==> config.mk <==
export PLATFORM = sky130hd
export DESIGN_NAME = jsih_merge_flat
export DESIGN_NICKNAME = d
export VERILOG_FILES = /design/src/design/assert_macros.svh /design/src/design/jsih_pkg.sv /design/src/design/jsih_ifs.sv /design/src/design/jsih_merge.sv /design/src/flat_wrapper.sv
export SDC_FILE = /design/constraint.sdc
export NUM_CORES = 1
export LEC_CHECK = 0
export BUFFER_PORTS_ARGS = -buffer_cell sky130_fd_sc_hd__buf_2
export CAP_MARGIN = 20
export CORE_ASPECT_RATIO = 0.8
export CORE_MARGIN = 8
export CORE_UTILIZATION = 35
export CTS_CLUSTER_DIAMETER = 150
export DETAILED_ROUTE_END_ITERATION = 10
export HOLD_SLACK_MARGIN = 0.08
export SYNTH_ARGS = -nofsm -noshare
export SYNTH_HDL_FRONTEND = slang
export SYNTH_SLANG_ARGS = --single-unit
==> constraint.sdc <==
create_clock -name clock -period 12.3 [get_ports clock]
set_input_delay 1.845 -clock clock [delete_from_list [all_inputs] [get_ports clock]]
set_output_delay 1.845 -clock clock [all_outputs]
set_load 0.005 [all_outputs]
==> src/design/assert_macros.svh <==
// ----------------------------------------------------------------------------
// assert_macros.svh
// Assertion helpers for the top design file (clock and reset named as usual).
// ----------------------------------------------------------------------------
`ifndef ASSERT_MACROS_SVH
`define ASSERT_MACROS_SVH

// same-cycle implication
`define ASSERT_IMPL(lbl, ante, cons, msg) \
   lbl: assert property (@(posedge clock) disable iff (reset) (ante) |-> (cons)) else $error(msg);

// next-cycle implication
`define ASSERT_NEXT(lbl, ante, cons, msg) \
   lbl: assert property (@(posedge clock) disable iff (reset) (ante) |=> (cons)) else $error(msg);

`endif

==> src/design/jsih_pkg.sv <==
// ----------------------------------------------------------------------------
// jsih_pkg
// Types, widths and constants of the joint setpoint integrator.
// ----------------------------------------------------------------------------
package jsih_pkg;

   localparam int POS_W      = 24;
   localparam int GRIP_W     = 17;
   localparam int TP_W       = 16;
   localparam int MR_W       = 23;
   localparam int DB_W       = 16;
   localparam int FRAC_BITS  = 16;
   localparam int NFIELD     = 6;
   localparam int NUM_JOINTS_DEF = 6;
   localparam int MAX_JOINTS = 8;
   localparam int CSR_IDX_W  = 2;
   localparam int CSR_DATA_W = 23;

   localparam logic [GRIP_W-1:0] GRIP_ONE   = GRIP_W'(1 << FRAC_BITS);
   localparam logic [GRIP_W-1:0] GRIP_RESET = GRIP_W'(1 << (FRAC_BITS - 1));

   localparam logic [CSR_IDX_W-1:0] CSR_PERIOD   = 2'd0;
   localparam logic [CSR_IDX_W-1:0] CSR_MAX_RATE = 2'd1;
   localparam logic [CSR_IDX_W-1:0] CSR_DEADBAND = 2'd2;

   localparam logic [TP_W-1:0] PERIOD_RESET   = 16'd1311;
   localparam logic [MR_W-1:0] MAX_RATE_RESET = 23'd32768;
   localparam logic [DB_W-1:0] DEADBAND_RESET = 16'd66;

   // dividend of the landing-rate division: |d| (25 bits) << 16, plus half
   localparam int DVD_W     = 42;
   localparam int DIV_STEPS = DVD_W;
   localparam int DCNT_W    = $clog2(DIV_STEPS);

   typedef enum logic [1:0] {ST_IDLE, ST_START, ST_BUSY} state_type;
   typedef enum logic [2:0] {LS_IDLE, LS_DIV, LS_SAT, LS_MUL, LS_ADD} lane_state_type;

   typedef struct packed {
      logic [TP_W-1:0] sample_period;
      logic [MR_W-1:0] max_rate;
      logic [DB_W-1:0] deadband;
   } cfg_type;

   typedef struct packed {
      logic                    kind;
      logic                    rate_load;
      logic                    home;
      logic                    zero;
      logic                    mask_bit;
      logic signed [POS_W-1:0] value;
   } lane_cmd_type;

   // home targets, 20 fraction bits, rounded half away from zero to FRAC_BITS
   function automatic logic signed [POS_W-1:0] home_target(input int j);
      longint c;
      longint m;
      int     sh;
      sh = 20 - FRAC_BITS;
      case (j)
         1:       c = 457527;
         2:       c = 1555594;
         4:       c = -549033;
         default: c = 0;
      endcase
      m = (c < 0) ? -c : c;
      if (sh > 0) m = (m + (64'sd1 <<< (sh - 1))) >>> sh;
      return POS_W'((c < 0) ? -m : m);
   endfunction

endpackage

==> src/design/jsih_ifs.sv <==


interface jsih_rsp_if import jsih_pkg::*; ();
   logic                    valid;
   logic                    ready;
   logic signed [POS_W-1:0] pos_0;
   logic signed [POS_W-1:0] pos_1;
   logic signed [POS_W-1:0] pos_2;
   logic signed [POS_W-1:0] pos_3;
   logic signed [POS_W-1:0] pos_4;
   logic signed [POS_W-1:0] pos_5;
   logic [GRIP_W-1:0]       gripper_pos;

   modport source (output valid, pos_0, pos_1, pos_2, pos_3, pos_4, pos_5, gripper_pos,
                   input ready);
   modport sink   (input valid, pos_0, pos_1, pos_2, pos_3, pos_4, pos_5, gripper_pos,
                   output ready);
endinterface

==> src/design/jsih_merge.sv <==
// ----------------------------------------------------------------------------
// jsih_merge
// Gathers lane positions, updates the gripper, holds the response register.
// ----------------------------------------------------------------------------
module jsih_merge import jsih_pkg::*; #(
   parameter int NUM_JOINTS = NUM_JOINTS_DEF
) (
   input  logic                    clock,
   input  logic                    reset,
   input  logic                    start,
   input  logic                    kind,
   input  logic signed [POS_W-1:0] gripper_rate,
   input  logic [TP_W-1:0]         sample_period,
   input  logic                    finish,
   input  logic signed [POS_W-1:0] lane_pos [NUM_JOINTS],
   output logic                    out_free,
   jsih_rsp_if.source              rsp_bus
);

   localparam int PW = POS_W + TP_W + 1;

   logic [GRIP_W-1:0]       grip_ff, grip_in;
   logic signed [PW-1:0]    gprod_ff;
   logic                    kind_ff;
   logic                    valid_ff;
   logic signed [POS_W-1:0] opos_ff [NFIELD];
   logic signed [POS_W-1:0] gather [NFIELD];
   logic [GRIP_W-1:0]       ogrip_ff;
   logic signed [PW:0]      rounded, g;

   for (genvar j = 0; j < NFIELD; j++) begin : g_gather
      if (j < NUM_JOINTS) begin : g_on
         assign gather[j] = lane_pos[j];
      end else begin : g_off
         assign gather[j] = '0;
      end
   end

   always_comb begin
      rounded = (PW + 1)'(gprod_ff) + (PW + 1)'(1 << (TP_W - 1));
      // signed sum, so that a negative step shifts arithmetically
      g       = $signed((PW + 1)'(grip_ff)) + (rounded >>> TP_W);
      if (kind_ff)                                grip_in = grip_ff;
      else if (g <= 0)                            grip_in = '0;
      else if (g >= $signed((PW + 1)'(GRIP_ONE))) grip_in = GRIP_ONE;
      else                                        grip_in = GRIP_W'(g);
   end

   assign out_free = !valid_ff || rsp_bus.ready;

   always_ff @(posedge clock) begin
      if (reset) begin
         grip_ff  <= GRIP_RESET;
         valid_ff <= 1'b0;
      end else begin
         if (finish) grip_ff <= grip_in;
         if (finish) valid_ff <= 1'b1;
         else if (rsp_bus.ready) valid_ff <= 1'b0;
      end
      if (start) begin
         gprod_ff <= PW'(gripper_rate * $signed({1'b0, sample_period}));
         kind_ff  <= kind;
      end
      if (finish) begin
         opos_ff  <= gather;
         ogrip_ff <= grip_in;
      end
   end

   assign rsp_bus.valid       = valid_ff;
   assign rsp_bus.pos_0       = opos_ff[0];
   assign rsp_bus.pos_1       = opos_ff[1];
   assign rsp_bus.pos_2       = opos_ff[2];
   assign rsp_bus.pos_3       = opos_ff[3];
   assign rsp_bus.pos_4       = opos_ff[4];
   assign rsp_bus.pos_5       = opos_ff[5];
   assign rsp_bus.gripper_pos = ogrip_ff;

endmodule

==> src/flat_wrapper.sv <==
// flat-port wrapper written by rule: the top's interface ports become plain ports
module jsih_merge_flat import jsih_pkg::*;
#(
   parameter int NUM_JOINTS = NUM_JOINTS_DEF
)
  (clock, reset, start, kind, gripper_rate, sample_period, finish, lane_pos, out_free, rsp_bus_valid, rsp_bus_pos_0, rsp_bus_pos_1, rsp_bus_pos_2, rsp_bus_pos_3, rsp_bus_pos_4, rsp_bus_pos_5, rsp_bus_gripper_pos, rsp_bus_ready);
  jsih_rsp_if rsp_bus_i ();
  input  logic clock;
  input  logic reset;
  input  logic start;
  input  logic kind;
  input  logic signed [POS_W-1:0] gripper_rate;
  input  logic [TP_W-1:0] sample_period;
  input  logic finish;
  input  logic signed [POS_W-1:0] lane_pos[NUM_JOINTS];
  output logic out_free;
  output wire logic [$bits(rsp_bus_i.valid)-1:0] rsp_bus_valid;
  output wire logic [$bits(rsp_bus_i.pos_0)-1:0] rsp_bus_pos_0;
  output wire logic [$bits(rsp_bus_i.pos_1)-1:0] rsp_bus_pos_1;
  output wire logic [$bits(rsp_bus_i.pos_2)-1:0] rsp_bus_pos_2;
  output wire logic [$bits(rsp_bus_i.pos_3)-1:0] rsp_bus_pos_3;
  output wire logic [$bits(rsp_bus_i.pos_4)-1:0] rsp_bus_pos_4;
  output wire logic [$bits(rsp_bus_i.pos_5)-1:0] rsp_bus_pos_5;
  output wire logic [$bits(rsp_bus_i.gripper_pos)-1:0] rsp_bus_gripper_pos;
  input wire logic [$bits(rsp_bus_i.ready)-1:0] rsp_bus_ready;
  assign rsp_bus_valid = rsp_bus_i.valid;
  assign rsp_bus_pos_0 = rsp_bus_i.pos_0;
  assign rsp_bus_pos_1 = rsp_bus_i.pos_1;
  assign rsp_bus_pos_2 = rsp_bus_i.pos_2;
  assign rsp_bus_pos_3 = rsp_bus_i.pos_3;
  assign rsp_bus_pos_4 = rsp_bus_i.pos_4;
  assign rsp_bus_pos_5 = rsp_bus_i.pos_5;
  assign rsp_bus_gripper_pos = rsp_bus_i.gripper_pos;
  assign rsp_bus_i.ready = rsp_bus_ready;
  jsih_merge #(.NUM_JOINTS(NUM_JOINTS)) u_core (.clock(clock), .reset(reset), .start(start), .kind(kind), .gripper_rate(gripper_rate), .sample_period(sample_period), .finish(finish), .lane_pos(lane_pos), .out_free(out_free), .rsp_bus(rsp_bus_i));
endmodule
Word level (Yosys, flattened, before mapping)
Index checks and enable logic that the tools add are counted.
{"block": "word_totals", "regBits": 221, "inputBits": 190, "output_inout_bits": 163, "word_cells": 24}
{"block": "classes", "addsub": 2, "mul": 1, "order_cmp": 2, "mux": 5, "reduce_logical": 3}
{"op": "$mux 17", "n": 3}
{"op": "$add 41x17->42 const B", "n": 1}
{"op": "$ge 42x18->1 const B", "n": 1}
{"op": "$le 42x1->1 const B", "n": 1}
{"op": "$mul 24x17->41", "n": 1}
{"op": "$add 18x26->27", "n": 1}
{"op": "$mux 1", "n": 2}
{"op": "$reduce_bool 2->1", "n": 1}
{"op": "$logic_not 1->1", "n": 1}
{"op": "$logic_or 1x1->1", "n": 1}

Logic depth before layout (Yosys ltp)
{"block": "logic_depth", "depth_word": 6, "ltp_mapped": 25, "ltp_nobuf": 24}

Worst setup path after synthesis
No wires, ideal clock.
{"block": "synth_path", "path_kind": "input to register", "from": "in sample_period[2]", "to": "reg u_core.gprod_ff[39], data pin", "setup_ps": 260, "t_arrival_ps": 7538, "required_time_ps": 12040, "path_slack_ps": 4503, "cell_stages": 21, "cell_sequence": "clkbuf_1 -> nand2_1 -> fa_1 -> fa_1 -> fa_1 -> inv_1 -> fa_1 -> fa_1 -> inv_1 -> fa_1 -> inv_1 -> ha_1 -> o2111ai_1 -> nor3_1 -> a22oi_1 -> o31a_1 -> o21ai_0 -> nand2_1 -> a2111oi_0 -> nor3_1 -> xnor2_1"}
{"block": "synth_via", "elab_chain_cells": 1}
{"element": "from (decl)", "line": "flat_wrapper.sv:13", "rtl": "input logic [TP_W-1:0] sample_period;"}
{"element": "$mul 24x17->41", "line": "jsih_merge.sv:61", "rtl": "gprod_ff <= PW'(gripper_rate * $signed({1'b0, sample_period}));"}
{"element": "to (signal assigned)", "line": "jsih_merge.sv:61"}
{"element": "to (decl)", "line": "jsih_merge.sv:23", "rtl": "logic signed [PW-1:0] gprod_ff;"}
Every way passes these cells.
A chain may end at the register's enable or synchronous reset.

Final worst setup path
Same ends and word-level chain as after synthesis.

==> qor.txt <==
Critical path's top delay family: adder cells
Initial core utilization: 35.1%
Number of antenna violations at the first check in global routing: 2
Fraction of the mapped netlist area in simple logic gates: 14.0%
Antenna Violating Nets Remaining: 0
Ratio of final minimum period to clock period: 66.4%
Slowest stage cell, crit path: a2111oi_0
Total setup buffers inserted after CTS: 0
Clock transition at the register clock pins on the worst setup and hold paths after CTS: 0.06 ns
Detailed Place HPWL: 50300 microns
Net count, final: 3070
Clk buf depth: 3
Post-synthesis cell area: 21800 sq um
Number of inserted diodes: 0
Die Outline Area: 70700 sq um
Die extent in x: 295 microns
Multiplexer share of the synthesized area: 0.115%
Fin crit period: 8.16 ns
Combinational family with the most area after synthesis: adder cells
Wire length the detailed router placed on met1: 25900 microns
Slowest stage delay, CP: 0.76 ns
Pleak: 11.9 nW
Topmost layer with routed signal wires: met4
Detail Route met3 WL: 4380 microns
Input/output buffers: 352
Startpoint type of the worst setup path: input port
CTS tree: yes
Slew at the pin closest to its max-slew limit: 0.944 ns
Detailed Route WL: 62200 microns
Number of buffers and inverters on the critical path: 4
Cts-stage hold buffer count: 0
Clock tree skew after final layout: 0.0180 ns
Via count of the first global-routing pass: 17300
Upper clock frequency limit: 123 MHz
Final instance area: 25100 sq um
CP required: 12.59 ns
Critical path fanouts, max: 24
Power, Total: 8.21 mW
Synth Register Bits: 206
Standard cell core area: 62200 sq um
I/O pin cnt: 353
Commonest register cell after synthesis: edfxtp_1
Async set-or-reset flop fraction in the synthesized netlist: 0%
Maximum number of pins on one net before global-route repair: 92
Initial detailed-routing violation count: 853
Count of maximum capacitance violations: 0
Routed length on met2: 30400 microns
Height of the die: 239 microns
Register area share after synthesis: 27.5%
Hold slack: 0.504 ns
Avg Vias per Cell: 4.87
Placed instance area: 24400 sq um
Root buffer cell: clkbuf_16
Synth Area in XOR/XNOR: 2.28%
Total power divided by cell area: 327 nW/um^2
Average cell area after synthesis: 10.5 sq um
Number of sinks on the clock net: 206
Adder-cell share of the synthesized area: 41.2%
Detailed-route DRC error count: 0
Syn Inst Count: 2084
Number of rows in the core area: 82
Type of the worst min-delay path: reg -> reg
Outcome: finished, final reports clean
CTS H-tree lvls: 1
Residual overflow from global routing: 0
Weighted congestion at the end of routability-driven global placement: 0.913
Synthesis warning total: 0
Peak ir drop on the vdd network: 0.383 mV
Inserted Clock Buffers: 23
Library cells used by synthesis: 68
Wirelength per Cell: 19.2 microns
Layout cells sized above 1: 17.2%
Number of max-slew violations in the final report: 0
Compound-Gate Fraction of Synth Area: 5.69%
Critical path's most frequent cell: fa_1
Clock Latency Late Sink: 0.54 ns
Critical path start-end classification: in -> reg
CP Capture Type: flop
Synthesized net count: 2767
First-pass GRT wire length: 97900 microns
Number of hold violations in the final report: 0
Worst path cell trace: buf_2 > nand2_1 > fa_1 > fa_1 > fa_1 > inv_1 > fa_1 > fa_1 > inv_1 > fa_1 > inv_1 > ha_1 > o2111ai_1 > nor3_1 > a22oi_1 > o31a_1 > o21ai_0 > nand2_1 > a2111oi_0 > nor3_1 > xnor2_1
Data arrival time of the critical path: 8.45 ns
RSZ-0062 raised after global routing: false
# setup viols final: 0
Relative max-transition margin: 37.1%
First-pass DRT Iterations: 5
Final setup TNS: 0 ns
Count of cells resized by post-cts repair: 0
Via count: 15800
Overall fraction of global-route tracks in use: 17.5%
Synthesis-to-finish area growth: 15.0%
Count of flip-flops with a built-in enable after synthesis: 188
[cells by family after synthesis]
group | after synthesis
and+or+nand+nor | 618
buffers and inverters | 529
adders and majority gates | 493
DFF | 206
AOI/OAI and AO/OA | 180
xor gates and xnor gates | 56
muxes | 2
[metrics by stage]
| step | cells | utilization [%] | worst slack (ns) |
|---|---|---|---|
| 6_report | 3241 | 40.4 | 4.14 |
| 4_1_cts | 3241 | 40.4 | 4.14 |
| 2_1_floorplan | 2084 | - | 4.50 |
| 3_5_place_dp | 3202 | 39.2 | 3.54 |
| 5_1_grt | 3241 | 40.4 | 3.67 |
| 3_3_place_gp | 3202 | 39.2 | 3.61 |
[Yosys cell counts (all sizes together) (11+ instances only)]
| cell type | instances | area, sq um |
|---|---|---|
| buf | 11 | 65.1 |
| nand2 | 280 | 1050 |
| fa | 376 | 7530 |
| clkbuf | 65 | 244 |
| nor2 | 40 | 150 |
| o21ai | 43 | 215 |
| xnor2 | 42 | 368 |
| and2 | 163 | 1020 |
| a21o | 17 | 128 |
| a21oi | 37 | 193 |
| xor2 | 14 | 130 |
| nand4 | 17 | 128 |
| nor3 | 17 | 85.1 |
| dfxtp | 18 | 360 |
| and3 | 12 | 75.1 |
| edfxtp | 188 | 5650 |
| inv | 452 | 1700 |
| nand3 | 41 | 223 |
| ha | 117 | 1460 |
[report_power, final]
| part | leakage, nW | total [mW] | internal [mW] | switching, mW |
|---|---|---|---|---|
| logic | 9.53 | 6.26 | 2.66 | 3.60 |
| clock network | 0.356 | 0.675 | 0.386 | 0.289 |
| registers | 1.99 | 1.27 | 1.20 | 0.0713 |
[routing by layer]
metal	GRT usage (%)	vias up
met5	0	-
met4	4.55	0
met3	2.90	104
met2	30.8	568
met1	22.2	7986
li1	-	7117
[worst register-to-register path: stages (launching register included)]
cell and delay [ns]:
edfxtp_1 0.40, and3_1 0.32, and2_1 0.32, nand2_1 0.11, xnor2_1 0.25, ha_1 0.39, and3_1 0.24, a221oi_2 0.36
o21ba_2 0.21, a31oi_1 0.17, o22a_1 0.28, and2_1 0.16, a221oi_1 0.71, and3_1 0.51, o21ai_0 0.20
[flip-flops by register name, summed over array words and instances, names as in the netlist]
register and cells:
u_core.gprod_ff 26, u_core.grip_ff 17, u_core.kind_ff 1, u_core.rsp_bus.gripper_pos 17, u_core.rsp_bus.pos_0 24, u_core.rsp_bus.pos_1 24
u_core.rsp_bus.pos_2 24, u_core.rsp_bus.pos_3 24, u_core.rsp_bus.pos_4 24, u_core.rsp_bus.pos_5 24, u_core.rsp_bus.valid 1
[worst paths after layout]
path                       start  cells after the start                        endpoint  slack, ns
min reg2reg    u_core.grip_ff[4]                      2               u_core.grip_ff[4]       0.50
max reg2reg  u_core.gprod_ff[17]                     14  u_core.rsp_bus.gripper_pos[16]       7.40
min            u_core.grip_ff[4]                      2               u_core.grip_ff[4]       0.50
max             sample_period[2]                     21             u_core.gprod_ff[39]       4.14
[layout by cell type, fill, tap and decap left out, drive strengths merged, types with 12 or more instances in the layout]
master,netlist,routed
a21oi,37,37
and2,163,163
xnor2,42,42
ha,117,117
o21ai,43,43
buf,11,354
clkbuf,65,28
nand4,17,17
and3,12,12
edfxtp,188,188
dfxtp,18,18
inv,452,455
nand2,280,280
nor3,17,17
nand3,41,41
nor2,40,40
fa,376,376
xor2,14,14
a21o,17,17
[area by class of cell]
type | count | area, sq um
fillers | 6076 | 37100
multi-input cells | 1349 | 13800
flip-flops and latches | 206 | 6010
repair buffers | 354 | 1780
inverters | 453 | 1700
well taps | 840 | 1050
clock buffers | 28 | 624
clock inverters | 11 | 115
Note: power is estimated with default switching activity, not from simulation.
