$ cat config.mk
export PLATFORM = sky130hd
export DESIGN_NAME = jsih_lane
export DESIGN_NICKNAME = d
export VERILOG_FILES = /design/src/design/assert_macros.svh /design/src/design/jsih_pkg.sv /design/src/design/jsih_lane.sv
export SDC_FILE = /design/constraint.sdc
export NUM_CORES = 2
export LEC_CHECK = 0
export ABC_AREA = 0
export BUFFER_PORTS_ARGS = -buffer_cell sky130_fd_sc_hd__buf_2
export CAP_MARGIN = 20
export CORE_ASPECT_RATIO = 2
export CORE_MARGIN = 8
export CORE_UTILIZATION = 55
export DETAILED_ROUTE_END_ITERATION = 6
export HOLD_SLACK_MARGIN = 0.02
export PLACE_DENSITY = 0.73
export REMOVE_ABC_BUFFERS = 1
export SYNTH_ARGS = -nofsm -noshare
export SYNTH_HDL_FRONTEND = slang
export SYNTH_SLANG_ARGS = --single-unit
$ cat constraint.sdc
create_clock -name clock -period 9.09 [get_ports clock]
set_clock_uncertainty 0.2 [all_clocks]
set_input_delay 0.4545 -clock clock [delete_from_list [all_inputs] [get_ports clock]]
set_output_delay 0.4545 -clock clock [all_outputs]
set_load 0.05 [all_outputs]
$ cat src/design/assert_macros.svh
// ----------------------------------------------------------------------------
// assert_macros.svh
// Assertion helpers for the top design file (clock and reset named as usual).
// ----------------------------------------------------------------------------
`ifndef ASSERT_MACROS_SVH
`define ASSERT_MACROS_SVH

// same-cycle implication
`define ASSERT_IMPL(lbl, ante, cons, msg) \
   lbl: assert property (@(posedge clock) disable iff (reset) (ante) |-> (cons)) else $error(msg);

// next-cycle implication
`define ASSERT_NEXT(lbl, ante, cons, msg) \
   lbl: assert property (@(posedge clock) disable iff (reset) (ante) |=> (cons)) else $error(msg);

`endif

$ cat src/design/jsih_pkg.sv
// ----------------------------------------------------------------------------
// jsih_pkg
// Types, widths and constants of the joint setpoint integrator.
// ----------------------------------------------------------------------------
package jsih_pkg;

   localparam int POS_W      = 24;
   localparam int GRIP_W     = 17;
   localparam int TP_W       = 16;
   localparam int MR_W       = 23;
   localparam int DB_W       = 16;
   localparam int FRAC_BITS  = 16;
   localparam int NFIELD     = 6;
   localparam int NUM_JOINTS_DEF = 6;
   localparam int MAX_JOINTS = 8;
   localparam int CSR_IDX_W  = 2;
   localparam int CSR_DATA_W = 23;

   localparam logic [GRIP_W-1:0] GRIP_ONE   = GRIP_W'(1 << FRAC_BITS);
   localparam logic [GRIP_W-1:0] GRIP_RESET = GRIP_W'(1 << (FRAC_BITS - 1));

   localparam logic [CSR_IDX_W-1:0] CSR_PERIOD   = 2'd0;
   localparam logic [CSR_IDX_W-1:0] CSR_MAX_RATE = 2'd1;
   localparam logic [CSR_IDX_W-1:0] CSR_DEADBAND = 2'd2;

   localparam logic [TP_W-1:0] PERIOD_RESET   = 16'd1311;
   localparam logic [MR_W-1:0] MAX_RATE_RESET = 23'd32768;
   localparam logic [DB_W-1:0] DEADBAND_RESET = 16'd66;

   // dividend of the landing-rate division: |d| (25 bits) << 16, plus half
   localparam int DVD_W     = 42;
   localparam int DIV_STEPS = DVD_W;
   localparam int DCNT_W    = $clog2(DIV_STEPS);

   typedef enum logic [1:0] {ST_IDLE, ST_START, ST_BUSY} state_type;
   typedef enum logic [2:0] {LS_IDLE, LS_DIV, LS_SAT, LS_MUL, LS_ADD} lane_state_type;

   typedef struct packed {
      logic [TP_W-1:0] sample_period;
      logic [MR_W-1:0] max_rate;
      logic [DB_W-1:0] deadband;
   } cfg_type;

   typedef struct packed {
      logic                    kind;
      logic                    rate_load;
      logic                    home;
      logic                    zero;
      logic                    mask_bit;
      logic signed [POS_W-1:0] value;
   } lane_cmd_type;

   // home targets, 20 fraction bits, rounded half away from zero to FRAC_BITS
   function automatic logic signed [POS_W-1:0] home_target(input int j);
      longint c;
      longint m;
      int     sh;
      sh = 20 - FRAC_BITS;
      case (j)
         1:       c = 457527;
         2:       c = 1555594;
         4:       c = -549033;
         default: c = 0;
      endcase
      m = (c < 0) ? -c : c;
      if (sh > 0) m = (m + (64'sd1 <<< (sh - 1))) >>> sh;
      return POS_W'((c < 0) ? -m : m);
   endfunction

endpackage

$ cat src/design/jsih_lane.sv
// ----------------------------------------------------------------------------
// jsih_lane
// One joint: mode select, approach rate with serial landing divider, integrate.
// ----------------------------------------------------------------------------
module jsih_lane import jsih_pkg::*; #(
   parameter int JOINT = 0,
   parameter bit LAST  = 1'b0
) (
   input  logic                    clock,
   input  logic                    reset,
   input  logic                    start,
   input  lane_cmd_type            cmd,
   input  cfg_type                 cfg,
   input  logic [POS_W-1:0]        step,
   input  logic signed [POS_W-1:0] next_pos,
   output logic signed [POS_W-1:0] pos,
   output logic                    busy
);

   localparam int EW = POS_W + 3;
   localparam int PW = POS_W + TP_W + 1;
   localparam logic signed [POS_W-1:0] HOME_TGT  = home_target(JOINT);
   localparam logic signed [POS_W-1:0] NEXT_TGT  = home_target(JOINT + 1);
   localparam logic [DVD_W-1:0] POS_LIM = DVD_W'(1 << (POS_W - 1));

   lane_state_type          state_ff, state_in;
   logic signed [POS_W-1:0] pos_ff, pos_in;
   logic signed [POS_W-1:0] rate_ff, rate_in;
   logic [TP_W-1:0]         rem_ff, rem_in;
   logic [DVD_W-1:0]        quo_ff, quo_in;
   logic                    neg_ff, neg_in;
   logic [DCNT_W-1:0]       cnt_ff, cnt_in;
   logic signed [PW-1:0]    prod_ff, prod_in;

   logic signed [EW-1:0] q, tgt, ntg, e, dbv, mrv, stepv, d, mag;
   logic                 near, gate, approach, need_div;
   logic signed [POS_W-1:0] fixed_rate, sel_rate;
   logic [TP_W-1:0]      divisor;
   logic [DVD_W-1:0]     dividend;
   logic [TP_W:0]        shifted;
   logic                 ge;
   logic signed [PW:0]   rounded, sum;

   always_comb begin
      q     = EW'(pos_ff);
      tgt   = (cmd.mask_bit || cmd.zero) ? '0 : EW'(HOME_TGT);
      ntg   = cmd.zero ? '0 : EW'(NEXT_TGT);
      e     = EW'(next_pos) - ntg;
      dbv   = EW'(cfg.deadband);
      mrv   = EW'(cfg.max_rate);
      stepv = EW'(step);
      near  = (e <= dbv) && (e >= -dbv);
      gate  = cmd.mask_bit || LAST || near;
      approach = cmd.mask_bit || cmd.zero || cmd.home;
      need_div   = 1'b0;
      fixed_rate = '0;
      if (q < tgt - dbv) begin
         if (q + stepv <= tgt) fixed_rate = POS_W'(mrv);
         else need_div = 1'b1;
      end else if (q > tgt + dbv) begin
         if (q - stepv >= tgt) fixed_rate = POS_W'(-mrv);
         else need_div = 1'b1;
      end
      d   = tgt - q;
      mag = (d < 0) ? -d : d;
      divisor  = (cfg.sample_period == '0) ? TP_W'(1) : cfg.sample_period;
      dividend = (DVD_W'(mag[POS_W:0]) << TP_W) + DVD_W'(divisor >> 1);
      if (!approach) sel_rate = cmd.rate_load ? cmd.value : rate_ff;
      else if (gate) sel_rate = fixed_rate;
      else           sel_rate = '0;
      shifted = {rem_ff, quo_ff[DVD_W-1]};
      ge      = shifted >= {1'b0, divisor};
      rounded = (PW + 1)'(prod_ff) + (PW + 1)'(1 << (TP_W - 1));
      sum     = (PW + 1)'(pos_ff) + (rounded >>> TP_W);
   end

   always_comb begin
      state_in = state_ff;
      pos_in   = pos_ff;
      rate_in  = rate_ff;
      rem_in   = rem_ff;
      quo_in   = quo_ff;
      neg_in   = neg_ff;
      cnt_in   = cnt_ff;
      prod_in  = prod_ff;
      case (state_ff)
         LS_IDLE: begin
            if (start) begin
               if (cmd.kind) begin
                  pos_in = cmd.value;
               end else if (approach && gate && need_div) begin
                  rem_in   = '0;
                  quo_in   = dividend;
                  neg_in   = d < 0;
                  cnt_in   = '0;
                  state_in = LS_DIV;
               end else begin
                  rate_in  = sel_rate;
                  state_in = LS_MUL;
               end
            end
         end
         LS_DIV: begin
            rem_in = ge ? TP_W'(shifted - {1'b0, divisor}) : TP_W'(shifted);
            quo_in = {quo_ff[DVD_W-2:0], ge};
            cnt_in = cnt_ff + 1'b1;
            if (cnt_ff == DCNT_W'(DIV_STEPS - 1)) state_in = LS_SAT;
         end
         LS_SAT: begin
            if (neg_ff) begin
               rate_in = (quo_ff > POS_LIM) ? POS_W'(POS_LIM) : POS_W'(-quo_ff);
            end else begin
               rate_in = (quo_ff >= POS_LIM) ? POS_W'(POS_LIM - 1'b1) : POS_W'(quo_ff);
            end
            state_in = LS_MUL;
         end
         LS_MUL: begin
            prod_in  = PW'(rate_ff * $signed({1'b0, cfg.sample_period}));
            state_in = LS_ADD;
         end
         LS_ADD: begin
            if (sum > (PW + 1)'((1 << (POS_W - 1)) - 1))  pos_in = {1'b0, {(POS_W-1){1'b1}}};
            else if (sum < -(PW + 1)'(1 << (POS_W - 1))) pos_in = {1'b1, {(POS_W-1){1'b0}}};
            else pos_in = POS_W'(sum);
            state_in = LS_IDLE;
         end
         default: state_in = LS_IDLE;
      endcase
   end

   always_ff @(posedge clock) begin
      if (reset) begin
         state_ff <= LS_IDLE;
         pos_ff   <= '0;
         rate_ff  <= '0;
      end else begin
         state_ff <= state_in;
         pos_ff   <= pos_in;
         rate_ff  <= rate_in;
      end
      rem_ff  <= rem_in;
      quo_ff  <= quo_in;
      neg_ff  <= neg_in;
      cnt_ff  <= cnt_in;
      prod_ff <= prod_in;
   end

   assign pos  = pos_ff;
   assign busy = state_ff != LS_IDLE;

endmodule

Word-level counts from Yosys, hierarchy flattened
Cells that the tools add are included.
- register bits: 157
- output and inout bits: 25
- logic and storage cells: 109
- add/subtract/negate cells: 14
- $mul: 1
- magnitude comparators: 12
- equality and inequality tests: 12
- muxes and demuxes: 44
- bitwise gates (word level): 1
- reduce and logical (&&, ||, !) cells: 17
- operator list (cell ; number):
    $mux W24 ; 16
    $mux W42 ; 3
    $pmux W24 S2 ; 2
    $pmux W42 S2 ; 1
    $mux W16 ; 5
    $add A41 B15 Y42 ; 1
    $add A41 B17 Y42 const B ; 1
    $ge A42 B24 Y1 const B ; 1
    $gt A42 B24 Y1 const B ; 1
    $mul A24 B17 Y41 ; 1
    $pmux W16 S2 ; 1
    $add A24 B26 Y27 ; 1
    $ge A25 B27 Y1 ; 1
    $gt A27 B24 Y1 const B ; 1
    $lt A27 B24 Y1 const B ; 1
    $neg A16 Y27 ; 1
    $add A24 B25 Y26 ; 1
    $ge A26 B1 Y1 const B ; 1
    $le A26 B1 Y1 const B ; 1
    $sub A24 B25 Y26 ; 1
    $le A25 B17 Y1 ; 1
    $lt A25 B1 Y1 const B ; 1
    $mux W25 ; 1
    $neg A25 Y25 ; 1
    other kinds (34) ; 55

Logic depth before layout (Yosys ltp)
- depth after elaboration: 11
- gate-level depth with buffers: 27

Least setup slack after synthesis
OpenSTA, ideal clock, no wires.
- path kind: input -> register
- from: in cmd[25] (netlist name)
- to: reg cnt_ff[0] (enable)
- library setup time: 487 ps
- arrival time: 7045 ps
- path slack: 1357 ps
- stages on the path: 24
- cells stage by stage: inv_1 ha_1 inv_1 fa_1 nor4_1 o21ai_1 o21ai_0 nor2b_1 o21a_1 nor2_1 xnor2_1 ha_1 a21oi_1 nor2b_1 o21ai_0 o211ai_1 o221ai_1 a21oi_1 or4_1 o41ai_1 nand2_1 a211o_1 o21a_1 nor2_1
- longest elaborated chain between the ends: 9
- elaborated cells on any way between the ends: 12
- RTL lines (what ; line ; text):
    start, declared ; jsih_lane.sv:12 ; input lane_cmd_type cmd,
    $mux W15 ; jsih_lane.sv:47 ; ntg = cmd.zero ? '0 : EW'(NEXT_TGT);
    $sub A24 B16 Y25 ; jsih_lane.sv:48 ; e = EW'(next_pos) - ntg;
    $ge A25 B27 Y1 or $le A25 B17 Y1 (tied branches) ; jsih_lane.sv:52 ; near = (e <= dbv) && (e >= -dbv);
    $logic_and A1 B1 Y1 ; jsih_lane.sv:52 ;
    $logic_or A1 B1 Y1 ; jsih_lane.sv:53 ; gate = cmd.mask_bit || LAST || near;
    $logic_and A1 B1 Y1 * (2 in series) ; jsih_lane.sv:91 ; end else if (approach && gate && need_div) begin
    $ne A2 B2 Y1 (no line) * ; n/a ;
    $reduce_and A4 Y1 (no line) * ; n/a ;
    end signal, assigned ; jsih_lane.sv:144 ; cnt_ff <= cnt_in;
    end, declared ; jsih_lane.sv:32 ; logic [DCNT_W-1:0] cnt_ff, cnt_in;
Mark *: on every way between the ends. The rest lies on a longest branch, timed or not.
A chain may end at the register's enable or synchronous reset.

Final worst setup path
- from: reg rate_ff[4]
- to: reg prod_ff[40] (data pin)
- longest elaborated chain between the ends: 1
- RTL lines (what ; line ; text):
    start, declared ; jsih_lane.sv:28 ; logic signed [POS_W-1:0] rate_ff, rate_in;
    start signal, assigned ; jsih_lane.sv:139 ; rate_ff <= rate_in;
    $mul A24 B17 Y41 ; jsih_lane.sv:118 ; prod_in = PW'(rate_ff * $signed({1'b0, cfg.sample_period}));
    end signal, assigned ; jsih_lane.sv:145 ; prod_ff <= prod_in;
    end, declared ; jsih_lane.sv:33 ; logic signed [PW-1:0] prod_ff, prod_in;
Every way passes these cells.

==> impl_metrics.toml <==
[timing]
relSlewSlack_pct = 24.00
post-route-period-util_pct = 89.35
final-setup-viol-count = 0
hold_violations = 0
period_needed_ps = 8122
layout_setup_ws_ps = 968.1
rsz0062_at_grt = "no"
max_freq_mhz = 123.1
worst_slew_pin_slew_ps = 1140
final.setup.tns_ps = 0
slew_violations = 0

[run]
max_cap_viol_count = 0

[synthesis]
syn-cell-area_sq_mm = 0.02938
synthTopCellsByArea = "fa_1, ha_1, edfxtp_1, inv_1, nand2_1"
syn_inst = 3529
async_reset_ff_share_pct = 0
yosys.area.top_type = "fa_1"
synthFlopType = "edfxtp_1"
ys_warn_count = 0
ys_seq_elements = 142
postSynthAreaPerCell_sq_um = 8.327
synth_top_area_share_pct = 25.82
synth_edf_count = 91
yosysSeqAreaShare_pct = 12.77
synth_cell_type_count = 80

[place]
hpwl_mm = 71.23
gp_congestion = 0.9623
portBuffers = 159
pre_cts_slack_ps = 857.2

[floorplan]
start_util_pct = 55.28
dieWidth_um = 179.4
ioPinCount = 160
row_count = 120
die_area_sq_mm = 0.06153
dieHeight_um = 342.9
design.core.area_sq_mm = 0.05315

[setup_path]
endpoint_kind = "flop"
worst-path-buf-inv = 2
cp.required_ps = 9070
cpLargestDelayFamily = "compound AO/OA/AOI/OAI gates"
crit_arrival_ps = 8100
crit_path_cell_trace = "and2_1 -> fa_1 -> inv_1 -> fa_1 -> fa_1 -> inv_1 -> ha_1 -> fa_1 -> fa_1 -> ha_1 -> and3_1 -> a221oi_1 -> o21ai_0 -> a21oi_1 -> o21ai_0 -> o311a_1 -> o211a_1 -> o21ai_0 -> nand2b_1 -> a221o_1 -> a31o_2 -> xnor2_1"
cp-start-kind = "flop"
crit_type = "reg -> reg"
path_common_cell = "fa_1"
slowest_stage = "dfxtp_1"
slowest_delay_ps = 890
cp_max_fo = 17

[power]
power_switching_mw = 2.491
p_comb_share_pct = 63.7
p_seq_share_pct = 21.8
power_mw = 5.105
power_density_mw_per_mm2 = 162.0
power.share.clock_pct = 14.6
irDropWorstVdd_v = 0.0001141
swShare_pct = 48.80
internal_power_mw = 2.614
p_leak_nw = 15.35

[grt]
grt_antenna_before_repair = 5
grt_pass1_vias = 25840
grt_start_max_net_pins = 71
grtUsageTotal_pct = 28.37
grt_pass1_wl_mm = 139.3
overflow = 0
met1_usage_pct = 35.89
use_met3_pct = 4.018
use_met2_pct = 47.48
busiest_layer = "met2"

[finish]
seq_area_sq_mm = 0.003754
multiInputGateArea_sq_mm = 0.02293
drive_above_1_share_pct = 7.661
nNetsFinal = 4418
area_growth_pct = 7.264
fillers = 4771

[drt]
first_pass_iters = 7
initialDrtViolationCount = 2143
drc = 0
viasPerCell = 6.000
antenna_left = 0
wire_per_inst_um = 20.40
vias = 25820
wirelength_mm = 87.80

[clock_tree]
cts-root-buf = "clkbuf_16"
htree_levels = 4
cts_sinks = 142
cts_tree = "done"
cts_resized = 0
cts-buffers-inserted = 17
clk_latency_ps = 440
cts_hold_buf = 0
clk_pin_slew_ps = 70
post-cts-setup-buffer-count = 0
clockBufferDepth = 2

[hold_path]
hp-class = "in -> reg"

[run_status]
outcome = "completed"
[flip-flops by register name, indices dropped and copies added, names as in the netlist]
name      count
pos          24
cnt_ff        6
rate_ff      24
neg_ff        1
prod_ff      26
rem_ff       16
quo_ff       42
state_ff      3
[layout make-up]
| cell class | count | share of cell area, % |
|---|---|---|
| well taps | 671 | 2.664 |
| repair buffers | 212 | 3.811 |
| multi-input cells | 2667 | 72.76 |
| inverters | 576 | 6.860 |
| clock buffers | 21 | 1.564 |
| diodes | 3 | 0.02382 |
| clock inverters | 11 | 0.4049 |
| flip-flops and latches | 142 | 11.91 |
[placed cells by master, fill, tap and decap left out, types with 52 or more instances in the layout]
master    synthesis  layout
o21ai_0         166     166
xnor2_1         108     108
nand3_1          58      58
nor2_1          187     186
nand2_1         390     390
a21oi_1         158     157
buf_2             6     159
ha_1            288     288
edfxtp_1         91      91
buf_4             1      52
inv_1           576     576
nor3_1           85      84
fa_1            379     379
and2_1          172     172
xor2_1           82      82
[routing by layer]
metal  vias up  part of all wire (%)
met5         -                     0
met4         0                   4.9
met3       231                   7.8
met2      1117                    47
met1     12580                    40
li1      11890                     -
[synthesized netlist by cell type, types with 6 or more instances]
cell       instances
nor3b_1           16
mux2i_1           17
nand2_1          390
a31oi_1           15
inv_1            576
o221ai_1           6
xor2_1            82
nand2b_1          35
o21ai_0          166
a21oi_1          158
or3_1             29
or2_2             12
and4_1             8
o22ai_1            6
dfxtp_1           51
a211oi_1          25
clkbuf_1         133
a21o_1            51
a31o_2             6
buf_2              6
a2111oi_0         11
xnor2_1          108
nand4_1           25
a221oi_1           9
nor2b_1           41
and2_1           172
ha_1             288
or4_1             16
o21bai_1          12
o2111ai_1          6
a32o_1            24
edfxtp_1          91
fa_1             379
o31ai_1           15
nor4_1            45
o311ai_0          15
nor3_1            85
o41ai_1            6
and3_1            23
o211ai_1          16
o21a_1            28
nand3_1           58
nor2_1           187
a211o_1            9
[per-stage QoR]
step | hold WS, ps | cell area [sq um] | utilization, % | std cells
4_1_cts | 176.6 | 31510 | 59.29 | 4300
3_3_place_gp | 338.0 | 30880 | 58.09 | 4267
5_1_grt | 223.3 | 31520 | 59.30 | 4303
6_report | 187.1 | 31520 | 59.30 | 4303
3_5_place_dp | 357.7 | 30890 | 58.12 | 4268
2_1_floorplan | 312.8 | 28830 | - | 3385
[kinds of logic (layout without fill, tap and decap cells)]
| group | count (synthesis) | count (layout) | synth area share [%] |
|---|---|---|---|
| buffers and inverters | 720 | 820 | 9.248 |
| adders and majority gates | 667 | 667 | 38.08 |
| and+or+nand+nor | 1161 | 1161 | 19.58 |
| AOI/OAI and AO/OA | 631 | 631 | 14.03 |
| other | 0 | 3 | 0 |
| muxes | 18 | 18 | 0.6174 |
| xor gates and xnor gates | 190 | 190 | 5.663 |
| DFF | 142 | 142 | 12.77 |
[path summary, 6_finish.rpt]
path | start | to | slack [ps] | cells after the start
max reg2reg | rate_ff[4]$_SDFFE_PP0P_ | prod_ff[40]$_DFFE_PP_ | 970 | 22
min reg2reg | quo_ff[29]$_DFFE_PP_ | quo_ff[30]$_DFFE_PP_ | 360 | 2
max | rate_ff[4]$_SDFFE_PP0P_ | prod_ff[40]$_DFFE_PP_ | 970 | 22
min | cmd[6] | pos[6]$_SDFFE_PP0P_ | 190 | 3
[worst register-to-register path: stages (launching register included)]
cell and delay (ps):
dfxtp_1 890, and2_1 280, fa_1 400, inv_1 90, fa_1 410, fa_1 510
inv_1 40, ha_1 310, fa_1 510, fa_1 480, ha_1 320, and3_1 180
a221oi_1 270, o21ai_0 120, a21oi_1 450, o21ai_0 440, o311a_1 460, o211a_1 260
o21ai_0 230, nand2b_1 150, a221o_1 440, a31o_2 280, xnor2_1 130
[power by group through the flow]
| stage | Clock (mW) | Sequential, mW | Combinational [mW] |
|---|---|---|---|
| after floorplan | 0 | 1.11 | 2.28 |
| final | 0.743 | 1.11 | 3.25 |
| after detailed placement | 0 | 1.12 | 3.22 |
| after global routing | 0.769 | 1.12 | 3.66 |
| after global placement | 0 | 1.11 | 3.14 |
| after CTS | 0.744 | 1.10 | 3.25 |
Power figures use the tool's default switching activity.
